--- src/rtl/assert_macros.svh ---
// Assertion macros used by the validator RTL.
// No dependencies; included by files that carry concurrent assertions.
`ifndef ASSERT_MACROS_SVH
`define ASSERT_MACROS_SVH

// Checked property, disabled while reset is asserted (active-low reset).
`define NSV_ASSERT(lbl, clk, rstn, prop) \
    lbl: assert property (@(posedge clk) disable iff (!(rstn)) (prop)) \
        else $error("assertion failed");

// Checked property, evaluated during reset as well.
`define NSV_ASSERT_ALWAYS(lbl, clk, prop) \
    lbl: assert property (@(posedge clk) (prop)) \
        else $error("assertion failed");

`endif

--- src/rtl/nsv_pkg.sv ---
// Package for the NMEA sentence validator: character codes, status and kind
// codes, the known sentence types, and the snapshot struct. No dependencies.
`default_nettype none

package nsv_pkg;

    localparam logic [7:0] CHAR_DOLLAR = 8'h24;
    localparam logic [7:0] CHAR_STAR   = 8'h2A;
    localparam logic [7:0] CHAR_COMMA  = 8'h2C;
    localparam logic [7:0] CHAR_SPACE  = 8'h20;
    localparam logic [7:0] CHAR_TILDE  = 8'h7E;
    localparam logic [7:0] CHAR_CR     = 8'h0D;
    localparam logic [7:0] CHAR_LF     = 8'h0A;

    localparam logic [2:0] STATUS_OK         = 3'd0;
    localparam logic [2:0] STATUS_BAD_FRAME  = 3'd1;
    localparam logic [2:0] STATUS_NO_COMMA   = 3'd2;
    localparam logic [2:0] STATUS_BAD_TYPE   = 3'd3;
    localparam logic [2:0] STATUS_FEW_FIELDS = 3'd4;

    localparam logic [2:0] KIND_UNKNOWN = 3'd7;
    localparam int         NUM_TYPES    = 7;

    // Known types, first character in the top byte; index equals kind code.
    localparam logic [39:0] KNOWN_TYPES [NUM_TYPES] = '{
        40'h4750474741,  // GPGGA
        40'h4750474C4C,  // GPGLL
        40'h4750475341,  // GPGSA
        40'h4750475356,  // GPGSV
        40'h4750524D43,  // GPRMC
        40'h4750565447,  // GPVTG
        40'h4750474253   // GPGBS
    };

    localparam logic [7:0] MIN_FIELDS [NUM_TYPES] = '{
        8'd15, 8'd7, 8'd17, 8'd4, 8'd13, 8'd10, 8'd7
    };

    // State captured at the end of one item.
    typedef struct packed {
        logic        done;
        logic        frame_ok;
        logic        comma_seen;
        logic        type_len5;
        logic [39:0] type_chars;
        logic [7:0]  comma_count;
        logic [7:0]  checksum;
    } snap_t;

    // Returns {valid, nibble} for a hex digit of either case.
    function automatic logic [4:0] hex_decode(input logic [7:0] b);
        logic [4:0] r;
        r = 5'd0;
        if (b >= 8'h30 && b <= 8'h39) begin
            r = {1'b1, 4'(b - 8'h30)};
        end else if (b >= 8'h41 && b <= 8'h46) begin
            r = {1'b1, 4'(b - 8'h37)};
        end else if (b >= 8'h61 && b <= 8'h66) begin
            r = {1'b1, 4'(b - 8'h57)};
        end
        return r;
    endfunction

endpackage

`default_nettype wire

--- src/rtl/nmea_sentence_validator_top.sv ---
// Pipeline: a result is registered in the framer snapshot register, then in the
// result register; one result per input item.
// Throughput: one item per cycle while the output is not stalled, set by the
// state update in the framer; both stages advance independently so a stalled
// result still lets one more item in.
// Reset: synchronous, active-low aresetn clears all sentence state and valids.
`default_nettype none
`include "assert_macros.svh"

module nmea_sentence_validator_top import nsv_pkg::*; #(
    parameter int MAX_SENTENCE_LEN = 128
) (
    input  wire logic       aclk,
    input  wire logic       aresetn,
    // input channel: one received character per item
    input  wire logic       s_valid,
    output logic            s_ready,
    input  wire logic [7:0] s_data_byte,
    // result channel: one result per input item
    output logic            m_valid,
    input  wire logic       m_ready,
    output logic            m_sentence_done,
    output logic [2:0]      m_status,
    output logic [2:0]      m_sentence_kind,
    output logic [7:0]      m_field_count,
    output logic [7:0]      m_computed_checksum
);

    logic       in_accept;
    logic       snap_valid;
    logic       snap_take;
    snap_t      snap;

    logic       c_done;
    logic [2:0] c_status;
    logic [2:0] c_kind;
    logic [7:0] c_fields;
    logic [7:0] c_checksum;

    logic       m_valid_reg,  m_valid_next;
    logic       m_done_reg;
    logic [2:0] m_status_reg;
    logic [2:0] m_kind_reg;
    logic [7:0] m_fields_reg;
    logic [7:0] m_cs_reg;

    // Snapshot moves to the result register whenever that register is free or
    // being drained this cycle.
    assign snap_take = snap_valid && (!m_valid_reg || m_ready);
    assign s_ready   = !snap_valid || snap_take;
    assign in_accept = s_valid && s_ready;

    nsv_framer #(
        .MAX_SENTENCE_LEN(MAX_SENTENCE_LEN)
    ) u_framer (
        .aclk       (aclk),
        .aresetn    (aresetn),
        .in_accept  (in_accept),
        .in_byte    (s_data_byte),
        .snap_take  (snap_take),
        .snap_valid (snap_valid),
        .snap       (snap)
    );

    nsv_classify u_classify (
        .snap              (snap),
        .sentence_done     (c_done),
        .status            (c_status),
        .sentence_kind     (c_kind),
        .field_count       (c_fields),
        .computed_checksum (c_checksum)
    );

    always_comb begin
        if (snap_take) begin
            m_valid_next = 1'b1;
        end else if (m_ready) begin
            m_valid_next = 1'b0;
        end else begin
            m_valid_next = m_valid_reg;
        end
    end

    always_ff @(posedge aclk) begin
        if (!aresetn) begin
            m_valid_reg <= 1'b0;
        end else begin
            m_valid_reg <= m_valid_next;
        end
    end

    // Result payload, loaded only when a snapshot moves in.
    always_ff @(posedge aclk) begin
        if (snap_take) begin
            m_done_reg   <= c_done;
            m_status_reg <= c_status;
            m_kind_reg   <= c_kind;
            m_fields_reg <= c_fields;
            m_cs_reg     <= c_checksum;
        end
    end

    assign m_valid             = m_valid_reg;
    assign m_sentence_done     = m_done_reg;
    assign m_status            = m_status_reg;
    assign m_sentence_kind     = m_kind_reg;
    assign m_field_count       = m_fields_reg;
    assign m_computed_checksum = m_cs_reg;

    // A result that ends no sentence carries all-zero fields.
    `NSV_ASSERT(a_idle_zero, aclk, aresetn,
        (m_valid && !m_sentence_done) |-> (m_status == STATUS_OK &&
        m_sentence_kind == 3'd0 && m_field_count == 8'd0 && m_computed_checksum == 8'd0))
    // An accepted sentence always names a known type.
    `NSV_ASSERT(a_ok_known, aclk, aresetn,
        (m_valid && m_sentence_done && m_status == STATUS_OK) |-> (m_sentence_kind != KIND_UNKNOWN))
    // A finished sentence always reports at least one field.
    `NSV_ASSERT(a_fields_nz, aclk, aresetn, (m_valid && m_sentence_done) |-> (m_field_count != 8'd0))
    // Input is held off only while both stages are occupied and the output stalls.
    `NSV_ASSERT(a_ready_stall, aclk, aresetn,
        !s_ready |-> (snap_valid && m_valid_reg && !m_ready))
    // Reset empties the result register.
    `NSV_ASSERT_ALWAYS(a_reset_empty, aclk, !aresetn |=> !m_valid)

endmodule

`default_nettype wire

--- src/rtl/nsv_framer.sv ---
// Sentence framer: running per-sentence state and the snapshot register.
// Depends on nsv_pkg.
`default_nettype none

module nsv_framer import nsv_pkg::*; #(
    parameter int MAX_SENTENCE_LEN = 128
) (
    input  wire logic       aclk,
    input  wire logic       aresetn,
    input  wire logic       in_accept,
    input  wire logic [7:0] in_byte,
    input  wire logic       snap_take,
    output logic            snap_valid,
    output snap_t           snap
);

    localparam logic [7:0] MAX_LEN = 8'(MAX_SENTENCE_LEN);

    logic [7:0]  byte_count_reg,  byte_count_next;
    logic [7:0]  run_cs_reg,      run_cs_next;
    logic        star_seen_reg,   star_seen_next;
    logic [1:0]  after_star_reg,  after_star_next;
    logic [7:0]  rx_cs_reg,       rx_cs_next;
    logic        frame_bad_reg,   frame_bad_next;
    logic        comma_seen_reg,  comma_seen_next;
    logic [39:0] type_chars_reg,  type_chars_next;
    logic [2:0]  type_len_reg,    type_len_next;
    logic [7:0]  comma_count_reg, comma_count_next;
    logic        snap_valid_reg,  snap_valid_next;
    snap_t       snap_reg,        snap_next;

    logic        is_term;
    logic [4:0]  hex;

    always_comb begin
        is_term          = (in_byte == CHAR_CR) || (in_byte == CHAR_LF);
        hex              = hex_decode(in_byte);
        byte_count_next  = byte_count_reg;
        run_cs_next      = run_cs_reg;
        star_seen_next   = star_seen_reg;
        after_star_next  = after_star_reg;
        rx_cs_next       = rx_cs_reg;
        frame_bad_next   = frame_bad_reg;
        comma_seen_next  = comma_seen_reg;
        type_chars_next  = type_chars_reg;
        type_len_next    = type_len_reg;
        comma_count_next = comma_count_reg;
        snap_next        = '0;

        if (is_term) begin
            if (byte_count_reg != 8'd0) begin
                snap_next.done        = 1'b1;
                snap_next.frame_ok    = !frame_bad_reg && star_seen_reg &&
                                        (after_star_reg == 2'd2) &&
                                        (rx_cs_reg == run_cs_reg);
                snap_next.comma_seen  = comma_seen_reg;
                snap_next.type_len5   = (type_len_reg == 3'd5);
                snap_next.type_chars  = type_chars_reg;
                snap_next.comma_count = comma_count_reg;
                snap_next.checksum    = run_cs_reg;
            end
            byte_count_next  = '0;
            run_cs_next      = '0;
            star_seen_next   = 1'b0;
            after_star_next  = '0;
            rx_cs_next       = '0;
            frame_bad_next   = 1'b0;
            comma_seen_next  = 1'b0;
            type_chars_next  = '0;
            type_len_next    = '0;
            comma_count_next = '0;
        end else begin
            if (byte_count_reg >= MAX_LEN) begin
                frame_bad_next = 1'b1;
            end else begin
                byte_count_next = byte_count_reg + 8'd1;
            end

            if (byte_count_reg == 8'd0) begin
                if (in_byte != CHAR_DOLLAR) begin
                    frame_bad_next = 1'b1;
                end
            end else if (star_seen_reg) begin
                if (after_star_reg != 2'd3) begin
                    after_star_next = after_star_reg + 2'd1;
                end
                if (after_star_next == 2'd3 || !hex[4]) begin
                    frame_bad_next = 1'b1;
                end else begin
                    rx_cs_next = {rx_cs_reg[3:0], hex[3:0]};
                end
            end else if (in_byte == CHAR_STAR) begin
                star_seen_next = 1'b1;
                if (byte_count_reg < 8'd3) begin
                    frame_bad_next = 1'b1;
                end
            end else begin
                run_cs_next = run_cs_reg ^ in_byte;
                if (in_byte < CHAR_SPACE || in_byte > CHAR_TILDE ||
                    in_byte == CHAR_DOLLAR) begin
                    frame_bad_next = 1'b1;
                end
                if (in_byte == CHAR_COMMA) begin
                    comma_seen_next = 1'b1;
                    if (comma_count_reg != 8'hFF) begin
                        comma_count_next = comma_count_reg + 8'd1;
                    end
                end else if (!comma_seen_reg) begin
                    type_chars_next = {type_chars_reg[31:0], in_byte};
                    if (type_len_reg != 3'd6) begin
                        type_len_next = type_len_reg + 3'd1;
                    end
                end
            end
        end

        if (in_accept) begin
            snap_valid_next = 1'b1;
        end else if (snap_take) begin
            snap_valid_next = 1'b0;
        end else begin
            snap_valid_next = snap_valid_reg;
        end
    end

    always_ff @(posedge aclk) begin
        if (!aresetn) begin
            byte_count_reg  <= '0;
            run_cs_reg      <= '0;
            star_seen_reg   <= 1'b0;
            after_star_reg  <= '0;
            rx_cs_reg       <= '0;
            frame_bad_reg   <= 1'b0;
            comma_seen_reg  <= 1'b0;
            type_chars_reg  <= '0;
            type_len_reg    <= '0;
            comma_count_reg <= '0;
            snap_valid_reg  <= 1'b0;
        end else begin
            snap_valid_reg <= snap_valid_next;
            if (in_accept) begin
                byte_count_reg  <= byte_count_next;
                run_cs_reg      <= run_cs_next;
                star_seen_reg   <= star_seen_next;
                after_star_reg  <= after_star_next;
                rx_cs_reg       <= rx_cs_next;
                frame_bad_reg   <= frame_bad_next;
                comma_seen_reg  <= comma_seen_next;
                type_chars_reg  <= type_chars_next;
                type_len_reg    <= type_len_next;
                comma_count_reg <= comma_count_next;
            end
        end
    end

    always_ff @(posedge aclk) begin
        if (in_accept) begin
            snap_reg <= snap_next;
        end
    end

    assign snap_valid = snap_valid_reg;
    assign snap       = snap_reg;

endmodule

`default_nettype wire

--- src/rtl/nsv_classify.sv ---
// Sentence classifier: type lookup, field count and final status.
// Depends on nsv_pkg.
`default_nettype none

module nsv_classify import nsv_pkg::*; (
    input  wire snap_t  snap,
    output logic        sentence_done,
    output logic [2:0]  status,
    output logic [2:0]  sentence_kind,
    output logic [7:0]  field_count,
    output logic [7:0]  computed_checksum
);

    logic [2:0] kind;
    logic [7:0] fields;

    always_comb begin
        kind = KIND_UNKNOWN;
        if (snap.comma_seen && snap.type_len5) begin
            // Walk down so the lowest matching index wins.
            for (int i = NUM_TYPES - 1; i >= 0; i--) begin
                if (snap.type_chars == KNOWN_TYPES[i]) begin
                    kind = 3'(i);
                end
            end
        end

        fields = (snap.comma_count != 8'hFF) ? snap.comma_count + 8'd1 : 8'hFF;

        if (!snap.frame_ok) begin
            status = STATUS_BAD_FRAME;
        end else if (!snap.comma_seen) begin
            status = STATUS_NO_COMMA;
        end else if (kind == KIND_UNKNOWN) begin
            status = STATUS_BAD_TYPE;
        end else if (fields < MIN_FIELDS[kind]) begin
            status = STATUS_FEW_FIELDS;
        end else begin
            status = STATUS_OK;
        end

        sentence_done     = snap.done;
        sentence_kind     = kind;
        field_count       = fields;
        computed_checksum = snap.checksum;
        if (!snap.done) begin
            status            = STATUS_OK;
            sentence_kind     = 3'd0;
            field_count       = 8'd0;
            computed_checksum = 8'd0;
        end
    end

endmodule

`default_nettype wire

--- config.mk ---
export PLATFORM = sky130hd
export DESIGN_NAME = nmea_sentence_validator_top
export DESIGN_NICKNAME = d
export VERILOG_FILES = /design/src/rtl/nsv_pkg.sv /design/src/rtl/nmea_sentence_validator_top.sv /design/src/rtl/nsv_framer.sv /design/src/rtl/nsv_classify.sv
export VERILOG_INCLUDE_DIRS = /design/src /design/src/rtl
export SDC_FILE = /design/constraint.sdc
export NUM_CORES = 1
export LEC_CHECK = 0
export ABC_AREA = 1
export ABC_CLOCK_PERIOD_IN_PS = 3330
export BUFFER_PORTS_ARGS = -buffer_cell sky130_fd_sc_hd__clkbuf_2
export CORE_MARGIN = 2
export CORE_UTILIZATION = 55
export CTS_CLUSTER_DIAMETER = 40
export DETAILED_ROUTE_END_ITERATION = 8
export PLACE_DENSITY = 0.73
export SKIP_LAST_GASP = 1
export SLEW_MARGIN = 20
export SYNTH_ARGS = -nofsm -noshare
export SYNTH_HDL_FRONTEND = slang
export SYNTH_SLANG_ARGS = --single-unit
--- constraint.sdc ---
create_clock -name aclk -period 3.33 [get_ports aclk]
set_clock_uncertainty 0.05 [all_clocks]
set_input_delay 0.333 -clock aclk [delete_from_list [all_inputs] [get_ports aclk]]
set_output_delay 0.333 -clock aclk [all_outputs]
set_load 0.03 [all_outputs]
==> impl_results.md, run 1 <==
- Vias in the first global route: 5,435
- Initial antenna violation count: 0
- Routed wirelength normalized by instance count: 13.4 um
- Number of instances in the synthesized netlist: 927
- Async set or reset register ratio after synthesis: 0
- Required time at the endpoint of the critical path: 3.64 ns
- Number of cells on the worst reg-to-reg path: 14
- Buffer depth of the longest clock path: 2
- Pin count of the biggest net entering global routing: 61
- Total of fill cells in the finished design: 1,206
- Initial DRC Count: 568
- Maximum resistive drop on vdd: 308 uV
- Gpl congestion: 0.920
- Setup TNS Final: 0 ns
- Sw Share: 0.231
- Core area: 13,800 um^2
- Source of the worst register-to-register timing path: u_framer.byte_count_reg[0]
- Worst slew margin relative to its limit: 0.463
- Library cell used as clock root buffer: sky130_fd_sc_hd__clkbuf_16
- Filler-free cell count of the finished design: 1,160
- Pwr/cell area: 528 nW/um^2
- Number of vias in the routed layout: 5,982
- Starting Density: 0.558
- Total overflow reported by the global router: 0
- Number of warnings issued by yosys: 0
- Number of clock sinks: 165
- Share of the core filled with cells: 0.629
- Logic pwr share: 0.068
- EDFF count, synth: 83
- Leak Pwr: 3.42 nW
- Post-CTS Setup Repair Bufs: 0
- Min cycle time layout: 2.73 ns
- Power dissipated by switching net loads: 1.05 mW
- Number of buffers inserted for hold repair after clock tree synthesis: 0
- Sort of element at the start of the critical path: register
- Destination of the critical timing path: u_framer.type_chars_reg[5]
- Most used DFF post-synth: sky130_fd_sc_hd__edfxtp_1
- Clock power share: 0.441
- Reg power frac: 0.491
- Status: finished, final reports clean
- Detailed placement HPWL: 10.5 mm
- Largest register FFs: 60
- Clock transition at the register clock pins on the worst setup and hold paths after CTS: 0.06 ns
- Crit Reg-Reg Endpoint: u_framer.type_chars_reg[5]
- Avg Vias per Cell: 5.16
- Global-route wire length before repair: 25.9 mm
- Highest achievable clock rate: 366 MHz
- Skew-Pair Late Insertion Delay: 0.43 ns
- Cell count of the worst hold path: 4
- Vertical die dimension: 122 um
- # port buffers: 36
- Clock tree from TritonCTS: yes
- Number of placement rows: 43
- Num ports: 37
- Number of gates resized after cts: 0
- Count of endpoints failing hold in the final timing report: 0
- Die area: 14,900 um^2
- Worst min path class: input port to register
- Slew of the pin with the lowest slew margin: 0.805 ns
- Flops & latches, synth: 165
- Number of maximum-capacitance constraint violations: 0
- RSZ-0062 raised after global routing: false
- Syn Nets: 955
- H-Tree Depth: 4
- Global-route usage over all layers: 0.223
- Area growth, synth to finish: 12.8%
- Internal cell power: 3.52 mW
- Area of the mapped netlist: 7680 um^2
- Final setup violation count: 0
- Worst-case register-to-register setup slack: 0.60 ns
- Final count of pins violating max slew: 0
- DRC viols: 0
- Overall routed net length: 15.5 mm
- Final ANT Viol Nets: 0
- Antenna diode count: 0
- Sequential-to-total area share from yosys stat: 0.538
- Placed instance area: 8050 um^2
- CTS buffer count: 17
- Period utilisation layout: 0.821
- Pre-Repair DR Iteration Count: 6
- Post-layout net count: 995
- Crit Path Max Fanout: 25
- Count of distinct cell types in the synthesized netlist: 40
- Commonest cells after routing, fill and taps aside: sky130_fd_sc_hd__nand2_1, sky130_fd_sc_hd__inv_1, sky130_fd_sc_hd__nor2_1, sky130_fd_sc_hd__a21oi_1, sky130_fd_sc_hd__edfxtp_1
- Beginning of the critical path: u_framer.byte_count_reg[0]
- Fraction of final layout cells with drive strength greater than 1: 0.105
- Synthesized area per cell: 8.29 um^2
- Leading cell type in the layout, fill and taps excluded: sky130_fd_sc_hd__nand2_1
- Endpoint arrival time on the critical path: 3.04 ns
- Kind of end point of the critical path: register
- Critical setup path kind: register to register
- Final instance area: 8670 um^2
- Cell Count Post-Placement: 1,128
- Overall die width: 122 um
## Yosys cell counts (2+ instances only)
library cell                instances  share of area
sky130_fd_sc_hd__edfxtp_1          83           0.32
sky130_fd_sc_hd__a221oi_1           2         0.0023
sky130_fd_sc_hd__a31oi_1            8         0.0065
sky130_fd_sc_hd__nor2_2             5         0.0041
sky130_fd_sc_hd__a41oi_1            2         0.0023
sky130_fd_sc_hd__buf_2              5         0.0033
sky130_fd_sc_hd__buf_1              2        0.00098
sky130_fd_sc_hd__inv_2              4         0.0020
sky130_fd_sc_hd__buf_6              4         0.0059
sky130_fd_sc_hd__ha_1              16          0.026
sky130_fd_sc_hd__nand4_1           12         0.0098
sky130_fd_sc_hd__xnor2_1            3         0.0034
sky130_fd_sc_hd__nor3_4             2         0.0042
sky130_fd_sc_hd__or2_2              3         0.0024
sky130_fd_sc_hd__nor3_1             9         0.0059
sky130_fd_sc_hd__nor2_1           145          0.071
sky130_fd_sc_hd__a21oi_1           84          0.055
sky130_fd_sc_hd__dfxtp_1           82           0.21
sky130_fd_sc_hd__a211oi_1           7         0.0068
sky130_fd_sc_hd__nor4_1             2         0.0016
sky130_fd_sc_hd__o21ai_0           30          0.020
sky130_fd_sc_hd__o2111ai_1          2         0.0023
sky130_fd_sc_hd__nand2_1          163          0.080
sky130_fd_sc_hd__o211ai_1           2         0.0020
sky130_fd_sc_hd__xor2_1             4         0.0046
sky130_fd_sc_hd__nand3_1           61          0.040
sky130_fd_sc_hd__clkbuf_1          16         0.0078
sky130_fd_sc_hd__inv_1            157          0.077
## power groups by stage
stage | combinational (mW) | sequential, mW | clock (mW)
3_3_place_gp | 0.304 | 2.29 | 0
4_1_cts | 0.312 | 2.24 | 2.04
3_5_place_dp | 0.309 | 2.29 | 0
5_1_grt | 0.351 | 2.25 | 2.12
2_1_floorplan | 0.206 | 2.30 | 0
6_report | 0.312 | 2.24 | 2.02
## final cells by class
cell class                 count  area (um^2)  area share
tap                          180          225      0.0260
clock inverter                10          118      0.0136
multi-input combinational    572         2800       0.323
clock buffer                  22          505      0.0583
timing repair buffer          49          278      0.0320
inverter                     162          608      0.0701
sequential                   165         4130       0.477
## worst max-delay path: stages, from the launching register on
cell,delay [ns]
sky130_fd_sc_hd__dfxtp_1,0.33
sky130_fd_sc_hd__inv_1,0.09
sky130_fd_sc_hd__ha_1,0.15
sky130_fd_sc_hd__nand3_1,0.08
sky130_fd_sc_hd__nor2_1,0.10
sky130_fd_sc_hd__buf_4,0.13
sky130_fd_sc_hd__nor2_1,0.07
sky130_fd_sc_hd__nor2_2,0.19
sky130_fd_sc_hd__nor2_4,0.06
sky130_fd_sc_hd__inv_2,0.13
sky130_fd_sc_hd__nor3_4,0.05
sky130_fd_sc_hd__nor2_2,0.58
sky130_fd_sc_hd__buf_4,0.40
sky130_fd_sc_hd__o21ai_0,0.12
sky130_fd_sc_hd__a21oi_1,0.12
## metal layers
layer,vias up,part of all wire,global-route usage
met3,27,0.057,0.0520
met2,150,0.46,0.347
li1,3081,-,-
met1,2724,0.47,0.307
met5,-,0,0
met4,0,0.016,0.0776
## cells by family after synthesis
group / after synthesis / share of synthesized area
fa+ha+maj: 16 / 0.0260
xor+xnor: 7 / 0.00798
compound gates: 141 / 0.100
flops: 165 / 0.538
buf+inv: 190 / 0.0980
simple gates: 408 / 0.230
## metrics by stage
step	total power [mW]	setup WS (ns)	hold slack, ns
global placement	2.59	0.482	0.403
floorplan	2.51	0.491	0.384
global route	4.73	0.359	0.147
finish	4.57	0.596	0.137
CTS	4.59	0.608	0.134
detailed placement	2.60	0.395	0.402
## how the worst min path moves through the flow
stage	from	endpoint	slack [ns]
3_3_place_gp	u_framer.rx_cs_reg[7]	u_framer.rx_cs_reg[7]	0.40
2_1_floorplan	u_framer.run_cs_reg[2]	u_framer.run_cs_reg[2]	0.38
3_5_place_dp	u_framer.run_cs_reg[2]	u_framer.run_cs_reg[2]	0.40
4_1_cts	m_ready	m_valid	0.13
5_1_grt	s_data_byte[2]	u_framer.run_cs_reg[2]	0.15
6_report	m_ready	m_valid	0.14
(Power assumes the default switching activity.)
==> run 2: changes to the inputs <==
- ABC_CLOCK_PERIOD_IN_PS: 3330 -> 2800
- clock period: 3.33 -> 2.8 ns (I/O delays scaled with it)
==> run 2 against run 1 <==
  * Worst hold slack got worse by 0.052 ns
  * Clock power grew 18%
  * First-iteration DRC count shrank 16%
  * Cell count increased by 0.17%
  * Critical path type unchanged
  * Critical endpoint is now m_status[2]
==> impl_results.md, run 2 (synthesized netlist as in run 1, its figures left out) <==
- Worst min path class: input port to register
- Number of buffers and inverters on the critical path: 2 (-2)
- Skew-Pair Late Insertion Delay: 0.43 ns (about the same)
- CP Cell Sequence: ha_1, nand2_1, nor3_1, inv_1, nor3_1, clkinv_1, nand3_1, ha_1, a21oi_1, nand2_1, a21oi_1
- Final ANT Viol Nets: 0 (unchanged)
- DRC viols: 0 (unchanged)
- Slew of the pin with the lowest slew margin: 0.467 ns (-0.338 ns)
- Commonest cells after routing, fill and taps aside: sky130_fd_sc_hd__nand2_1, sky130_fd_sc_hd__inv_1, sky130_fd_sc_hd__nor2_1, sky130_fd_sc_hd__a21oi_1, sky130_fd_sc_hd__edfxtp_1
- Number of placement rows: 43 (unchanged)
- Overall routed net length: 15.9 mm (+2.4%)
- Maximum resistive drop on vdd: 383 uV (+24%)
- Gpl congestion: 0.952 (+3.5%)
- Global-route wire length before repair: 26.3 mm (+1.6%)
- Vertical die dimension: 122 um (unchanged)
- CP delay by family, top: simple AND/OR/NAND/NOR gates
- Setup TNS Final: 0 ns (unchanged)
- Endpoint of the worst hold-timing path: m_valid
- Pin count of the biggest net entering global routing: 42 (-31%)
- Number of maximum-capacitance constraint violations: 0 (unchanged)
- Detailed placement HPWL: 11.0 mm (+4.2%)
- Final setup violation count: 0 (unchanged)
- Clock transition at the register clock pins on the worst setup and hold paths after CTS: 0.07 ns (about the same)
- RSZ-0062 raised after global routing: false
- Overall die width: 122 um (unchanged)
- Final count of pins violating max slew: 0 (unchanged)
- Largest register FFs: 60 (unchanged)
- Initial DRC Count: 476 (-16%)
- Leading cell type in the layout, fill and taps excluded: sky130_fd_sc_hd__nand2_1
- Library cell used as clock root buffer: sky130_fd_sc_hd__clkbuf_16
- Crit Path Max Fanout: 4 (-84%)
- Cell count of the worst hold path: 4 (unchanged)
- # port buffers: 36 (unchanged)
- Required time at the endpoint of the critical path: 3.03 ns (-0.61 ns)
- Buffer depth of the longest clock path: 2 (unchanged)
- Vias in the first global route: 5,518 (+1.5%)
- Antenna diode count: 0 (unchanged)
- Crit Reg-Reg Endpoint: m_status[2]
- Routed wirelength normalized by instance count: 13.7 um (+2.2%)
- Pre-Repair DR Iteration Count: 6 (unchanged)
- Number of gates resized after cts: 0 (unchanged)
- Total overflow reported by the global router: 0 (unchanged)
- Placed instance area: 8120 um^2 (+0.89%)
- Source of the worst register-to-register timing path: u_framer.snap[8]
- Total of fill cells in the finished design: 1,188 (-1.5%)
- Status: finished, final reports clean
- Pwr/cell area: 623 nW/um^2 (+18%)
- Highest achievable clock rate: 388 MHz (+6.0%)
- Worst-case register-to-register setup slack: 0.22 ns (-0.38 ns)
- Number of clock sinks: 165 (unchanged)
- Avg Vias per Cell: 5.15 (-0.22%)
- Crit path largest cell delay: 0.40 ns (-0.18 ns)
- Initial antenna violation count: 0 (unchanged)
- Global-route usage over all layers: 0.230 (+0.00684)
- Count of endpoints failing hold in the final timing report: 0 (unchanged)
- Endpoint arrival time on the critical path: 2.81 ns (-0.23 ns)
- Area growth, synth to finish: 13.7%
- Post-CTS Setup Repair Bufs: 0 (unchanged)
- Number of vias in the routed layout: 5,979 (-0.050%)
- Critical setup path kind: register to register
- Sort of element at the start of the critical path: register
- Die area: 14,900 um^2 (unchanged)
- Leak Pwr: 3.42 nW (+0.18%)
- Post-layout net count: 997 (+0.20%)
- Min cycle time layout: 2.58 ns (-0.154 ns)
- Period utilisation layout: 0.921 (+0.100)
- Worst hold start: m_ready
- Final instance area: 8740 um^2 (+0.82%)
- Number of buffers inserted for hold repair after clock tree synthesis: 0 (unchanged)
- Number of cells on the worst reg-to-reg path: 11 (-3)
- Worst slew margin relative to its limit: 0.685 (+0.222)
- Num ports: 37 (unchanged)
- Core area: 13,800 um^2 (unchanged)
- H-Tree Depth: 4 (unchanged)
- CP max stage cell: sky130_fd_sc_hd__edfxtp_1
- Kind of end point of the critical path: register
- CTS buffer count: 17 (unchanged)
- Clock tree from TritonCTS: yes
- Fraction of final layout cells with drive strength greater than 1: 0.111 (+0.00590)
- Starting Density: 0.558 (unchanged)
==> run 2: tightest hold or removal path: cells and delay by family <==
family | cells | cell delay, ns
AO/OA/AOI/OAI | 1 | 0.05
AND/OR/NAND/NOR | 1 | 0.05
buffers and inverters | 2 | 0.12
==> run 2: final cells by class <==
cell class,instances,area [um^2],share of cell area
clock buffers,19,433,0.0495
multi-input cells,572,2820,0.323
flip-flops and latches,165,4130,0.473
clock inverters,13,174,0.0199
inverters,162,612,0.0700
repair buffers,51,343,0.0392
well taps,180,225,0.0258
==> run 2: where the power goes <==
| part | internal, mW | switching [mW] | leakage (nW) |
|---|---|---|---|
| registers | 2.62 | 0.0526 | 1.50 |
| logic | 0.121 | 0.270 | 1.64 |
| clock network | 1.42 | 0.967 | 0.285 |
| total | 4.15 | 1.29 | 3.42 |
==> run 2: worst max-delay path by stage <==
stage                            startpoint                         end  cells after the start
final                      u_framer.snap[8]                 m_status[2]                     11
after global routing      u_framer.snap[20]                 m_status[2]                     14
after CTS                 u_framer.snap[36]                 m_status[2]                     14
after detailed placement  u_framer.snap[36]                 m_status[2]                     14
after global placement    u_framer.snap[36]                 m_status[2]                     14
after floorplan                     m_valid  u_framer.byte_count_reg[7]                      5
==> run 2: per-stage QoR <==
stage | hold slack (ns) | power [mW] | instances | setup WS [ns] | utilization
2_1_floorplan | 0.335 | 2.98 | 927 | 0.0890 | -
3_3_place_gp | 0.400 | 3.10 | 1130 | 0.215 | 0.589
3_5_place_dp | 0.405 | 3.11 | 1130 | 0.153 | 0.589
4_1_cts | 0.0708 | 5.48 | 1162 | 0.128 | 0.633
5_1_grt | 0.0856 | 5.66 | 1162 | 0.00447 | 0.635
6_report | 0.0857 | 5.44 | 1162 | 0.221 | 0.635
==> run 2: per-layer routing <==
| metal | GRT usage | up-vias | wire, um |
|---|---|---|---|
| met3 | 0.0651 | 25 | 891 |
| met5 | 0 | - | 0 |
| met4 | 0.0855 | 0 | 276 |
| met1 | 0.315 | 2704 | 7540 |
| met2 | 0.348 | 157 | 7190 |
| li1 | - | 3093 | - |
